==> src/hw/rtl/hla_pkg.sv <==
// Shared types, sizes and trig tables for the Hough line accumulator.
// Depends on nothing; every other file but hla_ram imports it.
package hla_pkg;

	// Accumulator geometry
	localparam int ANGLE_BINS  = 180;
	localparam int RHO_BINS    = 2048;
	localparam int IMAGE_DIM   = 512;
	localparam int COUNT_WIDTH = 16;

	// Request field widths
	localparam int OP_W      = 2;
	localparam int PIX_W     = 10;
	localparam int VAL_W     = 8;
	localparam int ANG_FLD_W = 8;
	localparam int RHO_FLD_W = 11;

	// Vote store addressing
	localparam int STORE_DEPTH = ANGLE_BINS * RHO_BINS;
	localparam int ADDR_W      = $clog2(STORE_DEPTH);
	localparam int ANG_W       = $clog2(ANGLE_BINS);
	localparam int BIN_W       = $clog2(RHO_BINS);

	// Fixed-point datapath: Q1.16 trig, exact products, rounded rho
	localparam int ROM_W  = 18;
	localparam int FRAC_W = 16;
	localparam int PROD_W = PIX_W + 1 + ROM_W;
	localparam int SUM_W  = PROD_W + 1;
	localparam int MAG_W  = SUM_W - FRAC_W;
	localparam int BSUM_W = ((MAG_W > BIN_W) ? MAG_W : BIN_W) + 2;

	// Command queue between front and back
	localparam int QUEUE_DEPTH = 4;
	localparam int QPTR_W      = $clog2(QUEUE_DEPTH);

	typedef enum logic [OP_W-1:0] {
		OP_ACCUM = 2'd0,
		OP_CLEAR = 2'd1,
		OP_READ  = 2'd2
	} op_t;

	typedef enum logic [1:0] {
		CMD_ACCUM,
		CMD_CLEAR,
		CMD_READ
	} cmd_kind_t;

	typedef struct packed {
		cmd_kind_t          kind;
		logic [PIX_W-1:0]   pix_x;
		logic [PIX_W-1:0]   pix_y;
		logic               rd_hit;
		logic [ADDR_W-1:0]  rd_addr;
	} cmd_t;

	typedef struct packed {
		logic valid;
		cmd_t cmd;
	} head_t;

	typedef struct packed {
		logic take;
		logic init;
	} back_stat_t;

	typedef struct packed {
		logic                   push;
		logic [COUNT_WIDTH-1:0] count;
	} res_t;

	typedef enum logic [2:0] {
		ST_CLEAR,
		ST_IDLE,
		ST_SWEEP,
		ST_DRAIN,
		ST_READ,
		ST_RESULT
	} state_t;

	// Table generation: integer Taylor series in Q30, folded about pi/2
	localparam longint unsigned PI_Q30       = 64'd3373259426;
	localparam longint unsigned ONE_Q30      = 64'd1 << 30;
	localparam longint unsigned ANGLE_BINS_L = 64'(ANGLE_BINS);
	localparam longint unsigned HALF_BINS_L  = 64'(ANGLE_BINS / 2);
	localparam int              SERIES_TERMS = 14;
	localparam longint unsigned SIN_DIV [SERIES_TERMS] = '{
		64'd6, 64'd20, 64'd42, 64'd72, 64'd110, 64'd156, 64'd210,
		64'd272, 64'd342, 64'd420, 64'd506, 64'd600, 64'd702, 64'd812
	};
	localparam longint unsigned COS_DIV [SERIES_TERMS] = '{
		64'd2, 64'd12, 64'd30, 64'd56, 64'd90, 64'd132, 64'd182,
		64'd240, 64'd306, 64'd380, 64'd462, 64'd552, 64'd650, 64'd756
	};

	function automatic longint q30_to_q16(input longint v);
		longint r;
		if (v >= 0) begin
			r = (v + 64'sd8192) >>> 14;
		end else begin
			r = -((-v + 64'sd8192) >>> 14);
		end
		return r;
	endfunction

	function automatic logic [ANGLE_BINS*ROM_W-1:0] build_trig_table(input logic want_sin);
		logic [ANGLE_BINS*ROM_W-1:0] tbl;
		longint unsigned u;
		longint unsigned x;
		longint unsigned x2;
		longint unsigned ts;
		longint unsigned tc;
		longint ss;
		longint cc;
		longint val;
		logic flip;
		tbl = '0;
		for (int t = 0; t < ANGLE_BINS; t++) begin
			flip = (2 * t) > ANGLE_BINS;
			u    = flip ? 64'(ANGLE_BINS - t) : 64'(t);
			x    = (PI_Q30 * u + HALF_BINS_L) / ANGLE_BINS_L;
			x2   = (x * x) >> 30;
			ts   = x;
			tc   = ONE_Q30;
			ss   = longint'(x);
			cc   = longint'(ONE_Q30);
			for (int k = 0; k < SERIES_TERMS; k++) begin
				ts = ((ts * x2) >> 30) / SIN_DIV[k];
				tc = ((tc * x2) >> 30) / COS_DIV[k];
				// terms with even k subtract, terms with odd k add
				if ((k % 2) == 0) begin
					ss = ss - longint'(ts);
					cc = cc - longint'(tc);
				end else begin
					ss = ss + longint'(ts);
					cc = cc + longint'(tc);
				end
			end
			if (want_sin) begin
				val = q30_to_q16(ss);
			end else begin
				val = flip ? -q30_to_q16(cc) : q30_to_q16(cc);
			end
			tbl[t*ROM_W +: ROM_W] = ROM_W'(val);
		end
		return tbl;
	endfunction

	localparam logic [ANGLE_BINS*ROM_W-1:0] COS_TABLE = build_trig_table(1'b0);
	localparam logic [ANGLE_BINS*ROM_W-1:0] SIN_TABLE = build_trig_table(1'b1);

endpackage

==> src/hw/rtl/hla_back.sv <==
// Back end: runs queued commands against the vote store: angle sweep with a
// read-modify-write pipeline, clearing pass, and single-bin read. Depends on hla_pkg.
module hla_back (
	input  logic                            clk,
	input  logic                            arst_n,
	input  hla_pkg::head_t                  head,
	output hla_pkg::back_stat_t             stat,
	input  logic                            out_full,
	output hla_pkg::res_t                   res,
	output logic                            ram_we,
	output logic [hla_pkg::ADDR_W-1:0]      ram_waddr,
	output logic [hla_pkg::COUNT_WIDTH-1:0] ram_wdata,
	output logic                            ram_re,
	output logic [hla_pkg::ADDR_W-1:0]      ram_raddr,
	input  logic [hla_pkg::COUNT_WIDTH-1:0] ram_rdata
);
	import hla_pkg::*;

	state_t            state_q;
	state_t            state_d;
	logic              init_q;
	logic [ADDR_W-1:0] clr_addr_q;
	logic [ANG_W-1:0]  t_q;
	logic [PIX_W-1:0]  x_q;
	logic [PIX_W-1:0]  y_q;
	logic              rd_hit_q;
	logic [ADDR_W-1:0] rd_addr_q;

	// Sweep pipeline
	logic                     v_s1, v_s2, v_s3, v_s4, v_s5, upd_s6;
	logic [ANG_W-1:0]         t_s1, t_s2, t_s3, t_s4, t_s5;
	logic signed [ROM_W-1:0]  cos_s1, sin_s1;
	logic signed [PROD_W-1:0] px_s2, py_s2;
	logic signed [SUM_W-1:0]  sum_s3;
	logic                     neg_s4;
	logic [MAG_W-1:0]         rmag_s4;
	logic                     ok_s5;
	logic [BIN_W-1:0]         bin_s5;
	logic [ADDR_W-1:0]        addr_s6;

	logic                     take;
	logic                     issue;
	logic                     clr_last;
	logic                     t_last;
	logic                     pipe_busy;
	logic signed [PIX_W:0]    xs;
	logic signed [PIX_W:0]    ys;
	logic [SUM_W-1:0]         mag;
	logic [SUM_W-1:0]         rnd;
	logic signed [BSUM_W-1:0] bin_full;
	logic signed [BSUM_W-1:0] mag_ext;
	logic signed [BSUM_W-1:0] rho_off;
	logic signed [BSUM_W-1:0] rho_lim;
	logic [ADDR_W-1:0]        sweep_addr;

	assign clr_last  = (clr_addr_q == ADDR_W'(STORE_DEPTH-1));
	assign t_last    = (t_q == ANG_W'(ANGLE_BINS-1));
	assign pipe_busy = v_s1 || v_s2 || v_s3 || v_s4 || v_s5 || upd_s6;

	// Next state
	always_comb begin
		state_d = state_q;
		unique case (state_q)
			ST_CLEAR: begin
				if (clr_last) begin
					state_d = ST_IDLE;
				end
			end
			ST_IDLE: begin
				if (take) begin
					unique case (head.cmd.kind)
						CMD_ACCUM: state_d = ST_SWEEP;
						CMD_CLEAR: state_d = ST_CLEAR;
						CMD_READ:  state_d = ST_READ;
						default:   state_d = ST_IDLE;
					endcase
				end
			end
			ST_SWEEP: begin
				if (t_last) begin
					state_d = ST_DRAIN;
				end
			end
			ST_DRAIN: begin
				if (!pipe_busy) begin
					state_d = ST_IDLE;
				end
			end
			ST_READ:   state_d = ST_RESULT;
			ST_RESULT: state_d = ST_IDLE;
			default:   state_d = ST_IDLE;
		endcase
	end

	// Outputs: command pop, sweep issue, store ports, result
	assign sweep_addr = ADDR_W'(ADDR_W'(t_s5) * ADDR_W'(RHO_BINS) + ADDR_W'(bin_s5));

	always_comb begin
		take      = 1'b0;
		issue     = 1'b0;
		ram_re    = ok_s5;
		ram_raddr = sweep_addr;
		ram_we    = upd_s6;
		ram_waddr = addr_s6;
		ram_wdata = ram_rdata + 1'b1;
		res.push  = 1'b0;
		res.count = rd_hit_q ? ram_rdata : '0;
		unique case (state_q)
			ST_CLEAR: begin
				ram_we    = 1'b1;
				ram_waddr = clr_addr_q;
				ram_wdata = '0;
			end
			ST_IDLE: begin
				take = head.valid && ((head.cmd.kind != CMD_READ) || !out_full);
			end
			ST_SWEEP: begin
				issue = 1'b1;
			end
			ST_DRAIN: begin
				issue = 1'b0;
			end
			ST_READ: begin
				ram_re    = rd_hit_q;
				ram_raddr = rd_addr_q;
			end
			ST_RESULT: begin
				res.push = 1'b1;
			end
			default: begin
				issue = 1'b0;
			end
		endcase
	end

	assign stat.take = take;
	assign stat.init = init_q;

	// Control state
	always_ff @(posedge clk or negedge arst_n) begin
		if (!arst_n) begin
			state_q    <= ST_CLEAR;
			init_q     <= 1'b1;
			clr_addr_q <= '0;
			t_q        <= '0;
			v_s1       <= 1'b0;
			v_s2       <= 1'b0;
			v_s3       <= 1'b0;
			v_s4       <= 1'b0;
			v_s5       <= 1'b0;
			ok_s5      <= 1'b0;
			upd_s6     <= 1'b0;
		end else begin
			state_q <= state_d;
			if (state_q == ST_CLEAR && clr_last) begin
				init_q <= 1'b0;
			end
			if (take && head.cmd.kind == CMD_CLEAR) begin
				clr_addr_q <= '0;
			end else if (state_q == ST_CLEAR) begin
				clr_addr_q <= clr_last ? '0 : clr_addr_q + 1'b1;
			end
			if (issue) begin
				t_q <= t_last ? '0 : t_q + 1'b1;
			end
			v_s1   <= issue;
			v_s2   <= v_s1;
			v_s3   <= v_s2;
			v_s4   <= v_s3;
			v_s5   <= v_s4;
			ok_s5  <= v_s4 && (bin_full >= 0) && (bin_full < rho_lim);
			upd_s6 <= ok_s5;
		end
	end

	// Latch the command operands on pop
	always_ff @(posedge clk) begin
		if (take) begin
			x_q       <= head.cmd.pix_x;
			y_q       <= head.cmd.pix_y;
			rd_hit_q  <= head.cmd.rd_hit;
			rd_addr_q <= head.cmd.rd_addr;
		end
	end

	// Datapath: trig lookup, products, sum, rounding, bin offset
	assign xs      = $signed({1'b0, x_q});
	assign ys      = $signed({1'b0, y_q});
	assign mag     = sum_s3[SUM_W-1] ? SUM_W'(-sum_s3) : SUM_W'(sum_s3);
	assign rnd     = mag + SUM_W'(1 << (FRAC_W-1));
	assign mag_ext = $signed(BSUM_W'(rmag_s4));
	assign rho_off = BSUM_W'(RHO_BINS / 2);
	assign rho_lim = BSUM_W'(RHO_BINS);
	assign bin_full = neg_s4 ? (rho_off - mag_ext) : (rho_off + mag_ext);

	always_ff @(posedge clk) begin
		t_s1    <= t_q;
		cos_s1  <= $signed(COS_TABLE[t_q*ROM_W +: ROM_W]);
		sin_s1  <= $signed(SIN_TABLE[t_q*ROM_W +: ROM_W]);
		t_s2    <= t_s1;
		px_s2   <= PROD_W'(xs) * PROD_W'(cos_s1);
		py_s2   <= PROD_W'(ys) * PROD_W'(sin_s1);
		t_s3    <= t_s2;
		sum_s3  <= SUM_W'(px_s2) + SUM_W'(py_s2);
		t_s4    <= t_s3;
		neg_s4  <= sum_s3[SUM_W-1];
		rmag_s4 <= rnd[SUM_W-1:FRAC_W];
		t_s5    <= t_s4;
		bin_s5  <= bin_full[BIN_W-1:0];
		addr_s6 <= sweep_addr;
	end

endmodule

==> config.mk <==
export PLATFORM = sky130hd
export DESIGN_NAME = hla_back
export DESIGN_NICKNAME = d
export VERILOG_FILES = /design/src/hw/rtl/hla_pkg.sv /design/src/hw/rtl/hla_back.sv
export SDC_FILE = /design/constraint.sdc
export NUM_CORES = 2
export LEC_CHECK = 0
export ABC_AREA = 0
export BUFFER_PORTS_ARGS = -buffer_cell sky130_fd_sc_hd__buf_4
export CAP_MARGIN = 20
export CORE_MARGIN = 8
export CORE_UTILIZATION = 58
export DETAILED_ROUTE_END_ITERATION = 10
export HOLD_SLACK_MARGIN = 0.08
export PLACE_DENSITY = 0.79
export SLEW_MARGIN = 10
export SYNTH_ARGS = -nofsm -noshare
export SYNTH_HDL_FRONTEND = slang
export SYNTH_SLANG_ARGS = --single-unit
export TNS_END_PERCENT = 1
==> constraint.sdc <==
create_clock -name clk -period 5.3 [get_ports clk]
set_input_delay 1.06 -clock clk [delete_from_list [all_inputs] [get_ports clk]]
set_output_delay 1.06 -clock clk [all_outputs]
set_load 0.05 [all_outputs]
==> results.yml <==
final_layout:
  n_antenna_cell: 0
  seqCellArea_um2: 6360
  area_growth_pct: 14.6
  multi_input_area_um2: 21500
  num-fill-cells: 4064
  drive_gt1_share_pct: 15.3
  layout.nets: 4390
setup_path:
  slowest_stage: "fa_1"
  cp-end-kind: "flip-flop"
  path_buf_inv: 4
  path_cells: "buf_6, buf_2, nand2_1, fa_1, fa_1, fa_1, fa_1, fa_1, inv_1, ha_2, or4_4, o21ai_4, o31ai_2, buf_4, a221oi_4, mux2i_1, o2111ai_1"
  timing.rr.end: "py_s2[27]"
  cpMostUsedCell: "fa_1"
  cpPeakStageDelay_ns: 0.57
  r2r_slack_ns: 0.04
  cp-start-kind: "flip-flop"
  cp.arrival_ns: 5.64
  reg2reg_depth: 17
  cp.required_ns: 5.68
  criticalPathCategory: "flip-flop to flip-flop"
  worstSetupStartpoint: "y_q[7]"
  cp_top_family: "adder cells"
  r2r-start: "y_q[7]"
  worstPathMaxFanout: 6
synthesis:
  async_flop_share_pct: 13.3
  yosysTopAreaCell: "fa_1"
  yosys_warnings: 0
  syn_inst: 3652
  netlist-cell-type-count: 95
  synth_edf_count: 40
  yosysTopAreaCellShare_pct: 20.3
  synthAdderAreaFrac_pct: 28.5
  syn_area_um2: 30000
  synth-compound-area-share_pct: 17.0
  muxShareOfSynthArea_pct: 1.83
  synth-simple-area-share_pct: 19.2
  synth-xor-area-share_pct: 3.45
  ys_seq_area_share_pct: 21.1
  synth-seq-cells: 286
  synth_top_family_by_area: "adder cells"
  ys.flop_type: "dfxtp_1"
  ys_top_cells_by_area: "fa_1 (20%), dfxtp_1 (14%), ha_1 (8.2%)"
  avgSynthCellArea_um2: 8.21
routing:
  remaining_drc_errors: 0
  postRouteAntennaNets: 0
  vias: 28500
  drt-total-wl_um: 113000
  routedWlPerCell_um: 24.9
  initialDrtViolationCount: 3355
  firstDrtPassIters: 9
  viasPerCell: 6.28
job:
  maxCapViolCount: 0
clock_network:
  clock_latency_ns: 0.56
  cts_sinks: 286
  numCtsBuffers: 34
  max-clock-path-buffers: 3
  cts_tree: "done"
  ctsHoldBuffers: 0
  h-tree-depth: 2
  clk_transition_reported_paths_ns: 0.06
  cts_root_buffer: "clkbuf_16"
timing:
  slew_violations: 0
  final-hold-violation-count: 0
  tightestPinTransition_ns: 1.27
  finalCritPeriodShare_pct: 99.3
  setup-violations-final: 0
  max_freq_mhz: 190
  slew_headroom_pct: 15.1
  period_needed_ns: 5.26
  holdWs_ns: 0.318
  rsz0062_at_grt: "true"
  skew_ns: 0.0398
placement:
  hpwl_um: 83200
  io_buffers: 136
  gp_congestion: 1.10
die:
  dieHeight_um: 243
  start_util_pct: 58.6
  coreArea_um2: 51200
  dieWidth_um: 243
  num_rows: 83
  dieArea_um2: 59200
  io_pins: 137
status:
  outcome: "completed"
min_path:
  holdPathEnd: "t_s2[5]"
  hp-start: "t_s1[5]"
  hold_path.class: "flip-flop to flip-flop"
  hold_path_depth: 0
grt:
  grt_pass1_wl_um: 171000
  antenna_found_initial: 6
  grt_max_degree: 129
  grt_use_total_pct: 37.2
  grt_pass1_vias: 28300
  grt_remaining_overflow: 0
cell usage after synthesis, drive strengths merged (20+ instances only):
cell type	instances
a211oi	30
nand2b	31
o21a	20
nand2	486
nor2	232
a21oi	187
o31ai	33
nand4	22
ha	196
and2	193
dfxtp	208
fa	304
nor2b	29
o311ai	23
xnor2	82
a21o	37
xor2	36
o22ai	29
clkbuf	180
and3	21
nor3	64
a31oi	44
o21ai	214
o211ai	40
inv	471
buf	54
edfxtp	40
mux2	24
dfrtp	37
nand3	58
worst max-delay path by stage:
stage,to,cells after the start,slack [ns]
after CTS,py_s2[27],21,-0.04
after detailed placement,py_s2[27],17,-0.1
final,py_s2[27],17,0.04
after floorplan,px_s2[27],20,-0.03
after global routing,py_s2[27],19,-0.19
after global placement,py_s2[27],17,0.009
cell families after synthesis:
logic type | Yosys count
other | 2
and+or+nand+nor | 1207
AOI/OAI and AO/OA | 790
muxes | 43
adders and majority gates | 500
DFF | 286
xor gates and xnor gates | 118
buffers and inverters | 706
through the flow:
step	setup WS [ns]	cell area, um^2	setup TNS (ns)	cells	utilization [%]
after floorplan	-0.0286	30000	-0.0286	3669	-
after global placement	0.00894	32500	0	4440	63.6
after detailed placement	-0.0960	32500	-0.296	4440	63.6
after CTS	-0.0372	33800	-0.0372	4517	66.0
after global routing	-0.188	34400	-1.43	4534	67.1
final	0.0397	34400	0	4534	67.1
metal layers:
layer	global-route usage [%]	vias to the layer above	wire (um)
li1	-	12500	-
met1	46.5	13600	42700
met2	57.2	1869	49300
met3	10.6	519	13000
met4	21.3	10	7980
met5	0	-	66
state kept, by name, summed over array words and instances (netlist names), 3 cells and up:
name / count
sum_s3: 30
px_s2: 29
py_s2: 29
addr_s6: 19
clr_addr_q: 19
rd_addr_q: 19
cos_s1: 18
sin_s1: 17
rmag_s4: 14
bin_s5: 11
x_q: 10
y_q: 10
t_q: 8
t_s1: 8
t_s2: 8
t_s3: 8
t_s4: 8
t_s5: 8
state_q: 3
layout by cell type, fill, tap and decap left out, types with 40 or more instances in the layout:
cell / n
nand2_1: 484
inv_1: 464
buf_4: 335
fa_1: 290
nor2_1: 227
dfxtp_1: 191
and2_1: 190
ha_1: 181
o21ai_0: 178
a21oi_1: 178
xnor2_1: 82
nor3_1: 61
nand3_1: 57
a31oi_1: 42
o211ai_1: 40
edfxtp_1: 40
final cells by class:
type / instances / area share [%]
sequential: 286 / 18.5
inverter: 472 / 5.15
clock inverter: 21 / 0.539
timing repair buffer: 357 / 8.17
multi-input combinational: 2677 / 62.4
clock buffer: 41 / 2.73
tap: 680 / 2.48
repair_timing:
item | CTS | global route
pin swaps | 2 | 46
setup endpoints to repair | 10 | 23
setup buffers | 15 | 16
resized for setup | 9 | 113
Power is left out: the tool's default activity adds up to more than one toggle a clock period on the data nets, which glitch-free logic cannot reach.
