### src/hw/rtl/hla_pkg.sv
// Shared types, sizes and trig tables for the Hough line accumulator.
// Depends on nothing; every other file but hla_ram imports it.
package hla_pkg;

	// Accumulator geometry
	localparam int ANGLE_BINS  = 180;
	localparam int RHO_BINS    = 2048;
	localparam int IMAGE_DIM   = 512;
	localparam int COUNT_WIDTH = 16;

	// Request field widths
	localparam int OP_W      = 2;
	localparam int PIX_W     = 10;
	localparam int VAL_W     = 8;
	localparam int ANG_FLD_W = 8;
	localparam int RHO_FLD_W = 11;

	// Vote store addressing
	localparam int STORE_DEPTH = ANGLE_BINS * RHO_BINS;
	localparam int ADDR_W      = $clog2(STORE_DEPTH);
	localparam int ANG_W       = $clog2(ANGLE_BINS);
	localparam int BIN_W       = $clog2(RHO_BINS);

	// Fixed-point datapath: Q1.16 trig, exact products, rounded rho
	localparam int ROM_W  = 18;
	localparam int FRAC_W = 16;
	localparam int PROD_W = PIX_W + 1 + ROM_W;
	localparam int SUM_W  = PROD_W + 1;
	localparam int MAG_W  = SUM_W - FRAC_W;
	localparam int BSUM_W = ((MAG_W > BIN_W) ? MAG_W : BIN_W) + 2;

	// Command queue between front and back
	localparam int QUEUE_DEPTH = 4;
	localparam int QPTR_W      = $clog2(QUEUE_DEPTH);

	typedef enum logic [OP_W-1:0] {
		OP_ACCUM = 2'd0,
		OP_CLEAR = 2'd1,
		OP_READ  = 2'd2
	} op_t;

	typedef enum logic [1:0] {
		CMD_ACCUM,
		CMD_CLEAR,
		CMD_READ
	} cmd_kind_t;

	typedef struct packed {
		cmd_kind_t          kind;
		logic [PIX_W-1:0]   pix_x;
		logic [PIX_W-1:0]   pix_y;
		logic               rd_hit;
		logic [ADDR_W-1:0]  rd_addr;
	} cmd_t;

	typedef struct packed {
		logic valid;
		cmd_t cmd;
	} head_t;

	typedef struct packed {
		logic take;
		logic init;
	} back_stat_t;

	typedef struct packed {
		logic                   push;
		logic [COUNT_WIDTH-1:0] count;
	} res_t;

	typedef enum logic [2:0] {
		ST_CLEAR,
		ST_IDLE,
		ST_SWEEP,
		ST_DRAIN,
		ST_READ,
		ST_RESULT
	} state_t;

	// Table generation: integer Taylor series in Q30, folded about pi/2
	localparam longint unsigned PI_Q30       = 64'd3373259426;
	localparam longint unsigned ONE_Q30      = 64'd1 << 30;
	localparam longint unsigned ANGLE_BINS_L = 64'(ANGLE_BINS);
	localparam longint unsigned HALF_BINS_L  = 64'(ANGLE_BINS / 2);
	localparam int              SERIES_TERMS = 14;
	localparam longint unsigned SIN_DIV [SERIES_TERMS] = '{
		64'd6, 64'd20, 64'd42, 64'd72, 64'd110, 64'd156, 64'd210,
		64'd272, 64'd342, 64'd420, 64'd506, 64'd600, 64'd702, 64'd812
	};
	localparam longint unsigned COS_DIV [SERIES_TERMS] = '{
		64'd2, 64'd12, 64'd30, 64'd56, 64'd90, 64'd132, 64'd182,
		64'd240, 64'd306, 64'd380, 64'd462, 64'd552, 64'd650, 64'd756
	};

	function automatic longint q30_to_q16(input longint v);
		longint r;
		if (v >= 0) begin
			r = (v + 64'sd8192) >>> 14;
		end else begin
			r = -((-v + 64'sd8192) >>> 14);
		end
		return r;
	endfunction

	function automatic logic [ANGLE_BINS*ROM_W-1:0] build_trig_table(input logic want_sin);
		logic [ANGLE_BINS*ROM_W-1:0] tbl;
		longint unsigned u;
		longint unsigned x;
		longint unsigned x2;
		longint unsigned ts;
		longint unsigned tc;
		longint ss;
		longint cc;
		longint val;
		logic flip;
		tbl = '0;
		for (int t = 0; t < ANGLE_BINS; t++) begin
			flip = (2 * t) > ANGLE_BINS;
			u    = flip ? 64'(ANGLE_BINS - t) : 64'(t);
			x    = (PI_Q30 * u + HALF_BINS_L) / ANGLE_BINS_L;
			x2   = (x * x) >> 30;
			ts   = x;
			tc   = ONE_Q30;
			ss   = longint'(x);
			cc   = longint'(ONE_Q30);
			for (int k = 0; k < SERIES_TERMS; k++) begin
				ts = ((ts * x2) >> 30) / SIN_DIV[k];
				tc = ((tc * x2) >> 30) / COS_DIV[k];
				// terms with even k subtract, terms with odd k add
				if ((k % 2) == 0) begin
					ss = ss - longint'(ts);
					cc = cc - longint'(tc);
				end else begin
					ss = ss + longint'(ts);
					cc = cc + longint'(tc);
				end
			end
			if (want_sin) begin
				val = q30_to_q16(ss);
			end else begin
				val = flip ? -q30_to_q16(cc) : q30_to_q16(cc);
			end
			tbl[t*ROM_W +: ROM_W] = ROM_W'(val);
		end
		return tbl;
	endfunction

	localparam logic [ANGLE_BINS*ROM_W-1:0] COS_TABLE = build_trig_table(1'b0);
	localparam logic [ANGLE_BINS*ROM_W-1:0] SIN_TABLE = build_trig_table(1'b1);

endpackage

### src/hw/rtl/hla_front.sv
// Front end: accepts requests, classifies them, drops those with no effect,
// and queues the rest for the back end. Depends on hla_pkg.
module hla_front (
	input  logic                          clk,
	input  logic                          arst_n,
	input  logic                          push,
	output logic                          full,
	input  logic [hla_pkg::OP_W-1:0]      operation,
	input  logic [hla_pkg::PIX_W-1:0]     pixel_x,
	input  logic [hla_pkg::PIX_W-1:0]     pixel_y,
	input  logic [hla_pkg::VAL_W-1:0]     pixel_value,
	input  logic [hla_pkg::ANG_FLD_W-1:0] angle_bin,
	input  logic [hla_pkg::RHO_FLD_W-1:0] rho_bin,
	output hla_pkg::head_t                head,
	input  hla_pkg::back_stat_t           stat
);
	import hla_pkg::*;

	cmd_t              queue_q [QUEUE_DEPTH];
	logic [QPTR_W-1:0] wr_ptr_q;
	logic [QPTR_W-1:0] rd_ptr_q;
	logic [QPTR_W:0]   count_q;
	cmd_t              cmd_in;
	logic              keep;
	logic              pix_ok;
	logic              rd_hit;
	logic              enq;
	logic              deq;

	// Classify the incoming request
	assign pix_ok = (pixel_value != '0)
		&& (pixel_x != '0) && (32'(pixel_x) <= IMAGE_DIM)
		&& (pixel_y != '0) && (32'(pixel_y) <= IMAGE_DIM);
	assign rd_hit = (32'(angle_bin) < ANGLE_BINS) && (32'(rho_bin) < RHO_BINS);

	always_comb begin
		cmd_in         = '0;
		keep           = 1'b0;
		cmd_in.pix_x   = pixel_x;
		cmd_in.pix_y   = pixel_y;
		cmd_in.rd_hit  = rd_hit;
		cmd_in.rd_addr = ADDR_W'(ADDR_W'(angle_bin) * ADDR_W'(RHO_BINS) + ADDR_W'(rho_bin));
		unique case (operation)
			OP_ACCUM: begin
				cmd_in.kind = CMD_ACCUM;
				keep        = pix_ok;
			end
			OP_CLEAR: begin
				cmd_in.kind = CMD_CLEAR;
				keep        = 1'b1;
			end
			OP_READ: begin
				cmd_in.kind = CMD_READ;
				keep        = 1'b1;
			end
			default: begin
				cmd_in.kind = CMD_ACCUM;
				keep        = 1'b0;
			end
		endcase
	end

	// Hold off requests while the queue is full or the store is being initialized
	assign full = (count_q == (QPTR_W+1)'(QUEUE_DEPTH)) || stat.init;
	assign enq  = push && !full && keep;
	assign deq  = stat.take;

	// Advance pointers and occupancy
	always_ff @(posedge clk or negedge arst_n) begin
		if (!arst_n) begin
			wr_ptr_q <= '0;
			rd_ptr_q <= '0;
			count_q  <= '0;
		end else begin
			if (enq) begin
				wr_ptr_q <= (wr_ptr_q == QPTR_W'(QUEUE_DEPTH-1)) ? '0 : wr_ptr_q + 1'b1;
			end
			if (deq) begin
				rd_ptr_q <= (rd_ptr_q == QPTR_W'(QUEUE_DEPTH-1)) ? '0 : rd_ptr_q + 1'b1;
			end
			unique case ({enq, deq})
				2'b10:   count_q <= count_q + 1'b1;
				2'b01:   count_q <= count_q - 1'b1;
				default: count_q <= count_q;
			endcase
		end
	end

	// Store queued commands
	always_ff @(posedge clk) begin
		if (enq) begin
			queue_q[wr_ptr_q] <= cmd_in;
		end
	end

	assign head.valid = (count_q != '0);
	assign head.cmd   = queue_q[rd_ptr_q];

endmodule

### config.mk
export PLATFORM = sky130hd
export DESIGN_NAME = hla_front
export DESIGN_NICKNAME = d
export VERILOG_FILES = /design/src/hw/rtl/hla_pkg.sv /design/src/hw/rtl/hla_front.sv
export SDC_FILE = /design/constraint.sdc
export NUM_CORES = 1
export LEC_CHECK = 0
export BUFFER_PORTS_ARGS = -buffer_cell sky130_fd_sc_hd__buf_2
export CORE_ASPECT_RATIO = 1.2
export CORE_UTILIZATION = 55
export CTS_CLUSTER_SIZE = 20
export DETAILED_ROUTE_END_ITERATION = 6
export HOLD_SLACK_MARGIN = 0.08
export PLACE_DENSITY = 0.83
export SETUP_SLACK_MARGIN = 0.1
export SLEW_MARGIN = 10
export SYNTH_ARGS = -nofsm -noshare
export SYNTH_HDL_FRONTEND = slang
export SYNTH_SLANG_ARGS = --single-unit
### constraint.sdc
create_clock -name clk -period 6.1 [get_ports clk]
set_input_delay 1.22 -clock clk [delete_from_list [all_inputs] [get_ports clk]]
set_output_delay 1.22 -clock clk [all_outputs]
set_load 0.05 [all_outputs]
==> metrics.md, run 1 <==
| Metric | Value |
|---|---|
| CTS tree | `done` |
| Syn nets | `350` |
| Most common cell after layout, fill and taps aside | `edfxtp_1` |
| I/O Buffers | `97` |
| Wire length per cell | `21.1 µm` |
| Synth warn | `0` |
| Syn Inst Count | `285` |
| Final period utilization | `57.8%` |
| CTS max path bufs | `2` |
| Tot GR Track Use | `20.4%` |
| Slew of the pin with the lowest slew margin | `1.12 ns` |
| Hold Crit Depth | `1` |
| First-pass GRT wire length | `17800 µm` |
| Final Setup Violations | `0` |
| Total gr overflow | `0` |
| # DRC | `0` |
| Yosys cell types | `26` |
| Leakage | `2.74 nW` |
| Max-Cap Viols | `0` |
| Commonest cells after routing, fill and taps aside | `edfxtp_1, buf_2, mux4_2` |
| Post-layout min period | `3.53 ns` |
| Die X | `103 µm` |
| Vias | `3147` |
| CTS Buf Count | `17` |
| Worst-path clk slew | `0.06 ns` |
| Worst hold start | `count_q[0]` |
| Final hold vios | `0` |
| Setup Skew | `0.00803 ns` |
| Post-DRT Antenna Nets | `0` |
| Crit-path max FO | `45` |
| Fillers | `747` |
| Sequential-to-total area share from yosys stat | `78.1%` |
| Area delta synth->final | `18.3%` |
| Setup CP Type | `reg2out` |
| Critical Path End Type | `output pin` |
| Routability cong. | `0.671` |
| Drt pass-1 iters | `4` |
| Layout Nets | `456` |
| Worst VDD drop | `0.282 mV` |
| Via/cell ratio | `5.62` |
| WHS Endpoint | `count_q[0]` |
| H-tree Lvls | `4` |
| Post-CTS resize count | `0` |
| Clock latency at the later pin of the worst-skew pair | `0.42 ns` |
| Worst EP arrival | `2.31 ns` |
| RSZ-0062 raised after global routing | `false` |
| Pwr per Cell Area | `483 nW/µm²` |
| Ports | `98` |
| # hold bufs at CTS | `0` |
| Initial DRC Count | `225` |
| Fmax | `0.284 GHz` |
| Worst hold path type | `reg2reg` |
| Post-DP HPWL | `6800 µm` |
| Startpoint types | `flop` |
| R2R Setup Slk | `3.37 ns` |
| Max Slew Vio Count | `0` |
| Pwr Total | `3.82 mW` |
| Synth Area per Inst | `23.4 µm²` |
| WP data required | `4.88 ns` |
| # clock sinks | `175` |
| Core area | `11700 µm²` |
| Cell Rows | `43` |
| Initial Util | `57.2%` |
| Largest net degree at the start of global routing | `46` |
| Status | `completed` |
| Slew Limit Headroom | `25.5%` |
| Final TNS setup | `0 ns` |
| Die Height | `123 µm` |
| Crit Reg-Reg Endpoint | `queue_q[0][18]` |
| Vias in the first global route | `3213` |
| R2r worst-path depth | `5` |
| Die area | `12600 µm²` |
| Yosys reg bits | `175` |
| Post-CTS setup buffers | `0` |
| Post-Route WL | `11800 µm` |
| Share of post-route cells with drive strength above 1 | `44.8%` |
| Antenna violations before repair | `0` |
| Hold Worst Slack | `0.532 ns` |
| Crit Reg-Reg Startpoint | `count_q[0]` |
| Clock root buffer | `clkbuf_16` |
| Post-Syn Area | `6680 µm²` |
cell usage after synthesis:
master     number  area share [%]
edfxtp_1      168              75
nor4_1          4            0.37
nor2_1          5            0.28
ha_1           10             1.9
a2111oi_4       1            0.41
nand3_2         1            0.15
fa_1            1            0.30
o31ai_4         1            0.32
o211a_1         1            0.15
nand3_1         2            0.15
nand2_1         3            0.17
nor2_2          1           0.094
dfrtp_1         7             2.6
mux4_2         42              14
or3_2           1            0.11
clkbuf_1        6            0.34
xor2_1          2            0.26
and2_2          4            0.45
inv_1           9            0.51
o21ai_0         2            0.15
mux2_1          2            0.34
mux2_2          2            0.34
buf_2           4            0.30
a21o_2          1            0.13
nor3_1          2            0.15
xnor2_1         3            0.39
final cells by class:
cell class	count	area (µm²)	area share [%]
Sequential cell	175	5230	66.1
Multi-Input combinational cell	91	1390	17.5
Timing Repair Buffer	97	485	6.14
Clock buffer	17	425	5.38
Tap cell	157	196	2.49
Clock inverter	13	149	1.88
Inverter	9	33.8	0.427
Antenna cell	1	2.50	0.0317
stage by stage:
stage | setup WS (ns) | util (%) | std cells | area, µm²
global route | 2.42 | 67.7 | 559 | 7900
detailed placement | 2.28 | 62.8 | 529 | 7330
floorplan | 2.97 | - | 285 | 6680
finish | 2.57 | 67.7 | 560 | 7900
global placement | 2.32 | 62.8 | 529 | 7330
CTS | 2.51 | 67.7 | 559 | 7900
registers in the layout, indices dropped and copies added (netlist names):
signal / count
queue_q: 168
count_q: 3
wr_ptr_q: 2
rd_ptr_q: 2
report_power, final:
part | internal [mW] | switching, mW
clock | 0.633 | 0.420
sequential | 1.40 | 0.175
combinational | 0.411 | 0.776
how the worst max path moves through the flow:
| stage | startpoint | to | slack, ns | cells past startpoint |
|---|---|---|---|---|
| 5_1_grt | rd_ptr_q[0] | head[32] | 2.42 | 2 |
| 3_3_place_gp | pixel_y[2] | queue_q[1][3] | 2.32 | 6 |
| 2_1_floorplan | operation[0] | queue_q[0][0] | 2.97 | 5 |
| 6_report | rd_ptr_q[0] | head[32] | 2.57 | 2 |
| 3_5_place_dp | pixel_y[2] | queue_q[0][5] | 2.28 | 6 |
| 4_1_cts | rd_ptr_q[0] | head[39] | 2.51 | 2 |
cells by family after synthesis:
kind of cell    after synthesis  share of synthesized area [%]
compound gates                6                           1.16
mux                          46                           14.8
xor+xnor                      5                          0.655
buf+inv                      19                           1.14
simple gates                 23                           1.93
flops                       175                           78.1
fa+ha+maj                    11                           2.17
critical path, cell delays in order (launching register included):
cell and delay [ns]:
dfrtp_4 0.97, mux4_2 0.63, buf_2 0.23
routing by layer:
layer | vias to the layer above | GRT usage (%) | routed length (µm)
met5 | - | 0 | 0
li1 | 1398 | - | -
met4 | 0 | 7.23 | 121
met1 | 1617 | 28.1 | 4960
met2 | 122 | 31.8 | 5970
met3 | 10 | 5.52 | 750
No activity file was read; power rests on OpenSTA's default activity.
==> run 2, diff against run 1 <==
--- a/config.mk
+++ b/config.mk
@@ -5,13 +5,14 @@
 export SDC_FILE = /design/constraint.sdc
 export NUM_CORES = 1
 export LEC_CHECK = 0
+export ABC_AREA = 1
 export BUFFER_PORTS_ARGS = -buffer_cell sky130_fd_sc_hd__buf_2
 export CORE_ASPECT_RATIO = 1.2
-export CORE_UTILIZATION = 55
+export CORE_UTILIZATION = 51
 export CTS_CLUSTER_SIZE = 20
 export DETAILED_ROUTE_END_ITERATION = 6
 export HOLD_SLACK_MARGIN = 0.08
-export PLACE_DENSITY = 0.83
+export PLACE_DENSITY = 0.81
 export SETUP_SLACK_MARGIN = 0.1
 export SLEW_MARGIN = 10
 export SYNTH_ARGS = -nofsm -noshare
==> constraint.sdc (replaced) <==
create_clock -name clk -period 2.9 [get_ports clk]
set_input_delay 0.58 -clock clk [delete_from_list [all_inputs] [get_ports clk]]
set_output_delay 0.58 -clock clk [all_outputs]
set_load 0.05 [all_outputs]
==> metrics.md, run 2 <==
| Metric | Value |
|---|---|
| Max-Cap Viols | `0 (unchanged)` |
| Final Cell Area | `8240 µm² (was 7900 µm²)` |
| Layout Nets | `675 (was 456)` |
| Core area | `13200 µm² (was 11700 µm²)` |
| Sequential-to-total area share from yosys stat | `76.2% (was 78.1%)` |
| Cell at the slowest stage of the critical path | `dfrtp_2 (was dfrtp_4)` |
| Synth Area per Inst | `13.7 µm² (was 23.4 µm²)` |
| Slew of the pin with the lowest slew margin | `0.441 ns (was 1.12 ns)` |
| Pwr Total | `8.42 mW (was 3.82 mW)` |
| WP data required | `2.32 ns (was 4.88 ns)` |
| Final Setup Violations | `0 (unchanged)` |
| NetSw | `3.47 mW (was 1.37 mW)` |
| Setup Skew | `0.0128 ns (was 0.00803 ns)` |
| Crit path cell chain | `inv_2 -> buf_12 -> o21ai_0 -> o22ai_1 -> buf_2 (was mux4_2 -> buf_2)` |
| Via/cell ratio | `5.52 (was 5.62)` |
| CTS Buf Count | `17 (unchanged)` |
| R2R Setup Slk | `0.88 ns (was 3.37 ns)` |
| Area after DPL | `7650 µm² (was 7330 µm²)` |
| Die area | `13900 µm² (was 12600 µm²)` |
| Slew Limit Headroom | `70.6% (was 25.5%)` |
| Crit-path max FO | `66 (was 45)` |
| H-tree Lvls | `4 (unchanged)` |
| Syn nets | `566 (was 350)` |
| Status | `completed (unchanged)` |
| Count leader, synth | `edfxtp_1 (unchanged)` |
| Final period utilization | `93.4%` |
| Antenna violations before repair | `1 (was 0)` |
| CP Buf/Inv Count | `3 (was 1)` |
| Final Instance Count excl. Fillers | `790 (was 560)` |
| Largest register FFs | `168 (unchanged)` |
| I/O Buffers | `97 (unchanged)` |
| Pwr per Cell Area | `1020 nW/µm² (was 483 nW/µm²)` |
| Top routing layer used | `met5 (was met4)` |
| Clock root buffer | `clkbuf_16 (unchanged)` |
| Pint | `4.96 mW (was 2.45 mW)` |
| First-pass GRT wire length | `21100 µm (was 17800 µm)` |
| Most flops, register | `queue_q (unchanged)` |
| Largest net degree at the start of global routing | `67 (was 46)` |
| Worst hold path type | `in2reg (was reg2reg)` |
| Die X | `108 µm (was 103 µm)` |
| Share of post-route cells with drive strength above 1 | `24.9% (was 44.8%)` |
| Worst-path clk slew | `0.06 ns (about the same)` |
| RSZ-0062 raised after global routing | `false (unchanged)` |
| Initial DRC Count | `200 (was 225)` |
| Area share of the largest cell type after synthesis | `73.6% (was 75.5%)` |
| Final hold vios | `0 (unchanged)` |
| Yosys reg bits | `175 (unchanged)` |
| Post-CTS resize count | `0 (unchanged)` |
| Post-DP HPWL | `8430 µm (was 6800 µm)` |
| Ant diodes | `0 (was 1)` |
| Setup CP Type | `reg2out (unchanged)` |
| Synth async-reset ratio | `4.00% (unchanged)` |
| Cell taking the most area after synthesis | `edfxtp_1 (unchanged)` |
| Routability cong. | `0.792 (was 0.671)` |
| Vias in the first global route | `4303 (was 3213)` |
| Post-Syn Area | `6850 µm² (was 6680 µm²)` |
| Worst EP arrival | `2.13 ns (was 2.31 ns)` |
| Yosys cell types | `24 (was 26)` |
| Hold Crit Depth | `1 (unchanged)` |
| Cell Rows | `46 (was 43)` |
| Fmax | `0.369 GHz` |
| CTS max path bufs | `2 (unchanged)` |
| Initial Util | `52.0% (was 57.2%)` |
| Met2 WL | `7190 µm (was 5970 µm)` |
| Final worst slack | `0.191 ns (was 2.57 ns)` |
| DP Worst Slack | `0.216 ns (was 2.28 ns)` |
| WHS Endpoint | `queue_q[1][4] (was count_q[0])` |
| Placed Cells | `758 (was 529)` |
| Post-layout min period | `2.71 ns` |
| Critical Path End Type | `output pin (unchanged)` |
| Synth warn | `0 (unchanged)` |
| Top cells by area, synth | `edfxtp_1, o21ai_0, nor2_1 (was edfxtp_1, mux4_2, dfrtp_1)` |
| Tot GR Track Use | `20.8% (was 20.4%)` |
| Largest registers | `queue_q x168, count_q x3 (unchanged)` |
| Top_reg_cell synth | `edfxtp_1 (unchanged)` |
| Post-DRT Antenna Nets | `0 (unchanged)` |
| DR WL met3 | `803 µm (was 750 µm)` |
| Crit Reg-Reg Endpoint | `queue_q[3][24] (was queue_q[0][18])` |
| R2r worst-path depth | `7 (was 5)` |
| Vias | `4364 (was 3147)` |
| Max Slew Vio Count | `0 (unchanged)` |
| Leakage | `2.98 nW (was 2.74 nW)` |
| Drt pass-1 iters | `5 (was 4)` |
| Post-Route WL | `13800 µm (was 11800 µm)` |
| Worst hold start | `rho_bin[4] (was count_q[0])` |
| Wire length per cell | `17.5 µm (was 21.1 µm)` |
| Commonest cells after routing, fill and taps aside | `edfxtp_1, nor2_1, buf_2 (was edfxtp_1, buf_2, mux4_2)` |
| Most common cell after layout, fill and taps aside | `edfxtp_1 (unchanged)` |
| Most frequent cells after synthesis | `edfxtp_1, nor2_1, o21ai_0 (was edfxtp_1, mux4_2, ha_1)` |
| Total gr overflow | `0 (unchanged)` |
| Clock share of power | `25.7% (was 27.6%)` |
| Clock latency at the later pin of the worst-skew pair | `0.42 ns (about the same)` |
| Top Family by Delay on Critical Path | `buffers and inverters (was flip-flops)` |
| # clock sinks | `175 (unchanged)` |
| EDFF count, synth | `168 (unchanged)` |
| Sequential share of power | `35.9% (was 41.3%)` |
| Area delta synth->final | `20.2% (was 18.3%)` |
| Ports | `98 (unchanged)` |
| M1 WL | `5630 µm (was 4960 µm)` |
| Die Height | `129 µm (was 123 µm)` |
| Syn Inst Count | `501 (was 285)` |
| Worst VDD drop | `0.507 mV (was 0.282 mV)` |
| Slowest Stage Delay on Critical Path | `0.58 ns (was 0.97 ns)` |
| # DRC | `0 (unchanged)` |
| Sw frac | `41.2% (was 35.9%)` |
| Logic gate share of total power | `38.4% (was 31.1%)` |
| Crit Reg-Reg Startpoint | `count_q[1] (was count_q[0])` |
| Fillers | `968 (was 747)` |
| CTS tree | `done (unchanged)` |
| Startpoint types | `flop (unchanged)` |
==> run 2: changes by cell type in the layout (fill, tap and decap cells not counted), moves of 3 or more <==
cell and change:
and2_2 -4, mux4_2 -42, nor2_4 +4, nor2_1 +96, clkinv_4 +5, buf_4 +14, o21ai_0 +88, inv_1 +8
nor4_1 -4, nand2_1 +14, buf_12 +4, o22ai_1 +42, nand3_1 +3
==> run 2: final cells by class <==
type	instances	area, µm²	area share [%]
clock buffers	17	425	5.17
inverters	19	71.3	0.866
clock inverters	14	146	1.78
well taps	168	210	2.55
flip-flops and latches	175	5220	63.4
multi-input cells	281	1480	18.0
repair buffers	116	681	8.26
==> run 2: worst max path at each step <==
stage | cells past startpoint | start | slack [ns] | end
finish | 5 | rd_ptr_q[0] | 0.19 | head[32]
global placement | 14 | pixel_y[1] | 0.29 | count_q[2]
detailed placement | 14 | pixel_y[1] | 0.22 | count_q[2]
CTS | 5 | rd_ptr_q[0] | 0.23 | head[13]
global route | 5 | rd_ptr_q[0] | 0.12 | head[32]
floorplan | 9 | pixel_y[5] | -0.55 | queue_q[3][0]
==> run 2: power by group through the flow <==
stage / combinational, mW / sequential [mW] / clock, mW
floorplan: 2.43 / 3.04 / 0
global placement: 3.18 / 3.07 / 0
detailed placement: 3.24 / 3.08 / 0
CTS: 3.26 / 3.02 / 2.19
global route: 3.46 / 3.04 / 2.30
finish: 3.23 / 3.03 / 2.16
==> run 2: per-layer routing <==
layer / global-route usage (%) / vias to the layer above
met5: 0 / -
met3: 5.02 / 19
met4: 9.59 / 2
met1: 24.4 / 2129
met2: 36.2 / 154
li1: - / 2060
==> run 2: logic make-up (layout without fill, tap and decap cells) <==
logic type,Yosys count,in the layout,share of synthesized area (%)
compound gates,136,136,11.0
xor+xnor,2,2,0.256
fa+ha+maj,11,11,2.12
buf+inv,45,166,2.67
flops,175,175,76.2
simple gates,132,132,7.80
==> run 2: timing repair <==
action                                 in CTS  in global routing
setup endpoints to repair                   0                  0
endpoints found under the hold margin       7                  0
buffers inserted                            0                  0
hold buffers                                1                  0
==> run 2: stage by stage <==
stage	TNS (ns)	hold WS (ns)	utilization, %
3_3_place_gp	0	0.421	58.1
3_5_place_dp	0	0.430	58.1
2_1_floorplan	-93.02	0.284	-
5_1_grt	0	0.366	62.5
6_report	0	0.384	62.5
4_1_cts	0	0.362	62.5
==> run 3, diff against run 2 <==
==> constraint.sdc (replaced) <==
create_clock -name clk -period 2.9 [get_ports clk]
set_input_delay 0.58 -clock clk [delete_from_list [all_inputs] [get_ports clk]]
set_output_delay 0.58 -clock clk [all_outputs]
set_load 0.1 [all_outputs]
==> metrics.md, run 3 (synthesized netlist as in run 2, its figures left out) <==
| Metric | Value |
|---|---|
| R2r worst-path depth | `7 (unchanged)` |
| CTS tree | `done (unchanged)` |
| Initial DRC Count | `209 (was 200)` |
| Worst-path clk slew | `0.06 ns (about the same)` |
| Ports | `98 (unchanged)` |
| GRT met3 Usage | `5.52% (was 5.02%)` |
| Max Slew Vio Count | `0 (unchanged)` |
| I/O Buffers | `97 (unchanged)` |
| Drt pass-1 iters | `4 (was 5)` |
| Final hold vios | `0 (unchanged)` |
| Most flops, register | `queue_q (unchanged)` |
| Most common cell after layout, fill and taps aside | `edfxtp_1 (unchanged)` |
| Core area | `13200 µm² (unchanged)` |
| Die Height | `129 µm (unchanged)` |
| Wire length per cell | `18.2 µm (was 17.5 µm)` |
| Cell Rows | `46 (unchanged)` |
| Fmax | `0.370 GHz (was 0.369 GHz)` |
| Vias in the first global route | `4555 (was 4303)` |
| Largest registers | `queue_q x168, count_q x3 (unchanged)` |
| Final Setup Violations | `0 (unchanged)` |
| Post-CTS setup buffers | `0 (unchanged)` |
| Critical Path End Type | `output pin (unchanged)` |
| Clock root buffer | `clkbuf_16 (unchanged)` |
| # clock sinks | `175 (unchanged)` |
| Largest net degree at the start of global routing | `52 (was 67)` |
| Routability cong. | `0.789 (was 0.792)` |
| WP data required | `2.32 ns (about the same)` |
| Worst EP arrival | `2.12 ns (was 2.13 ns)` |
| M1 GR Usage | `25.6% (was 24.4%)` |
| Clock latency at the later pin of the worst-skew pair | `0.42 ns (about the same)` |
| Crit path depth | `4 (was 5)` |
| Crit-path max FO | `28 (was 66)` |
| Ant diodes | `0 (unchanged)` |
| Slowest Stage Delay on Critical Path | `0.59 ns (was 0.58 ns)` |
| Area of the multi-input gates | `1740 µm² (was 1480 µm²)` |
| FF+latch area | `5220 µm² (unchanged)` |
| Top Usage Layer GRT | `met2 (unchanged)` |
| RSZ-0062 raised after global routing | `true (was false)` |
| Hold Crit Depth | `1 (unchanged)` |
| Die X | `108 µm (unchanged)` |
| Slew Limit Headroom | `66.2% (was 70.6%)` |
| Cell at the slowest stage of the critical path | `dfrtp_2 (unchanged)` |
| # DRC | `0 (unchanged)` |
| Post-Route WL | `14300 µm (was 13800 µm)` |
| Commonest cells after routing, fill and taps aside | `edfxtp_1, nor2_1, o21ai_0 (was edfxtp_1, nor2_1, buf_2)` |
| Initial Util | `52.0% (unchanged)` |
| H-tree Lvls | `4 (unchanged)` |
| Final Cell Area | `8610 µm² (was 8240 µm²)` |
| Largest register FFs | `168 (unchanged)` |
| Via/cell ratio | `5.60 (was 5.52)` |
| First-pass GRT wire length | `22300 µm (was 21100 µm)` |
| Die area | `13900 µm² (unchanged)` |
| Worst hold path type | `in2reg (unchanged)` |
| Met2 global-route usage | `38.7% (was 36.2%)` |
| Fillers | `896 (was 968)` |
| Slew of the pin with the lowest slew margin | `0.511 ns (was 0.441 ns)` |
| Final period utilization | `93.3% (was 93.4%)` |
| Share of post-route cells with drive strength above 1 | `31.0% (was 24.9%)` |
| Setup Skew | `0.00835 ns (was 0.0128 ns)` |
| Post-DRT Antenna Nets | `0 (unchanged)` |
| CTS Buf Count | `17 (unchanged)` |
| Area after DPL | `7940 µm² (was 7650 µm²)` |
| Area delta synth->final | `25.6% (was 20.2%)` |
| Top Family by Delay on Critical Path | `buffers and inverters (unchanged)` |
| Total gr overflow | `0 (unchanged)` |
| Layout Nets | `674 (was 675)` |
| Tot GR Track Use | `21.9% (was 20.8%)` |
| CP Buf/Inv Count | `2 (was 3)` |
| Antenna violations before repair | `1 (unchanged)` |
| Crit path cell chain | `buf_4 -> o21ai_0 -> o22ai_2 -> buf_2 (was inv_2 -> buf_12 -> o21ai_0 -> o22ai_1 -> buf_2)` |
| Max-Cap Viols | `0 (unchanged)` |
| Startpoint types | `flop (unchanged)` |
| Vias | `4427 (was 4364)` |
| CTS max path bufs | `2 (unchanged)` |
| Status | `completed (unchanged)` |
| Setup CP Type | `reg2out (unchanged)` |
| Post-layout min period | `2.70 ns (was 2.71 ns)` |
| Post-DP HPWL | `8710 µm (was 8430 µm)` |
-- run 3: changes by cell type in the layout (fill, tap and decap cells not counted), sizes merged --
cell | previous run | this run
clkbuf | 17 | 41
buf | 115 | 95
clkinv | 11 | 4
clkinvlp | 1 | 2
bufinv | 2 | 4
-- run 3: cell type report --
class	instances	share of cell area, %
tap	168	2.44
clock buffer	22	5.16
inverter	19	0.828
multi-input combinational	281	20.2
sequential	175	60.7
timing repair buffer	115	8.75
clock inverter	10	1.92
-- run 3: metrics by stage --
step / TNS [ns] / utilization (%) / hold WS (ns) / cells / worst slack (ns)
detailed placement: 0 / 60.3 / 0.424 / 757 / 0.273
floorplan: -100.09 / - / 0.284 / 501 / -0.596
global route: 0 / 65.3 / 0.369 / 790 / 0.0901
CTS: 0 / 65.0 / 0.364 / 790 / 0.102
global placement: 0 / 60.3 / 0.424 / 757 / 0.302
finish: 0 / 65.3 / 0.384 / 790 / 0.196
-- run 3: what timing repair did --
item	4_1_cts	5_1_grt
endpoints found under the hold margin	7	0
setup endpoints to repair	0	19
hold buffers	1	0
gates resized for setup	0	19
-- run 3: layer usage --
metal  routed length, µm  vias up
li1                    -     2063
met1                5820     2184
met2                7530      155
met3                 790       23
met4                 196        2
met5                  11        -
-- run 3: worst paths after layout --
check	startpoint	end	slack (ns)
worst max-delay path	rd_ptr_q[0]	head[2]	0.20
worst min-delay path	rho_bin[2]	queue_q[0][2]	0.38
worst max register to register	count_q[0]	queue_q[2][41]	0.89
worst min register to register	count_q[0]	count_q[0]	0.49
max in group asynchronous	arst_n	rd_ptr_q[0]	2.20
min in group asynchronous	arst_n	count_q[1]	0.52
-- run 3: worst reg2reg max path, stage by stage, from the launching register on --
cell and delay (ns):
dfrtp_1 0.38, inv_2 0.07, a31o_4 0.23, nor3b_4 0.26, nand2_4 0.08, buf_4 0.18
nor2_4 0.09, buf_4 0.36
Power of run 3 is left out: the tool's default activity adds up to more than one toggle a clock period on the data nets, which glitch-free logic cannot reach.
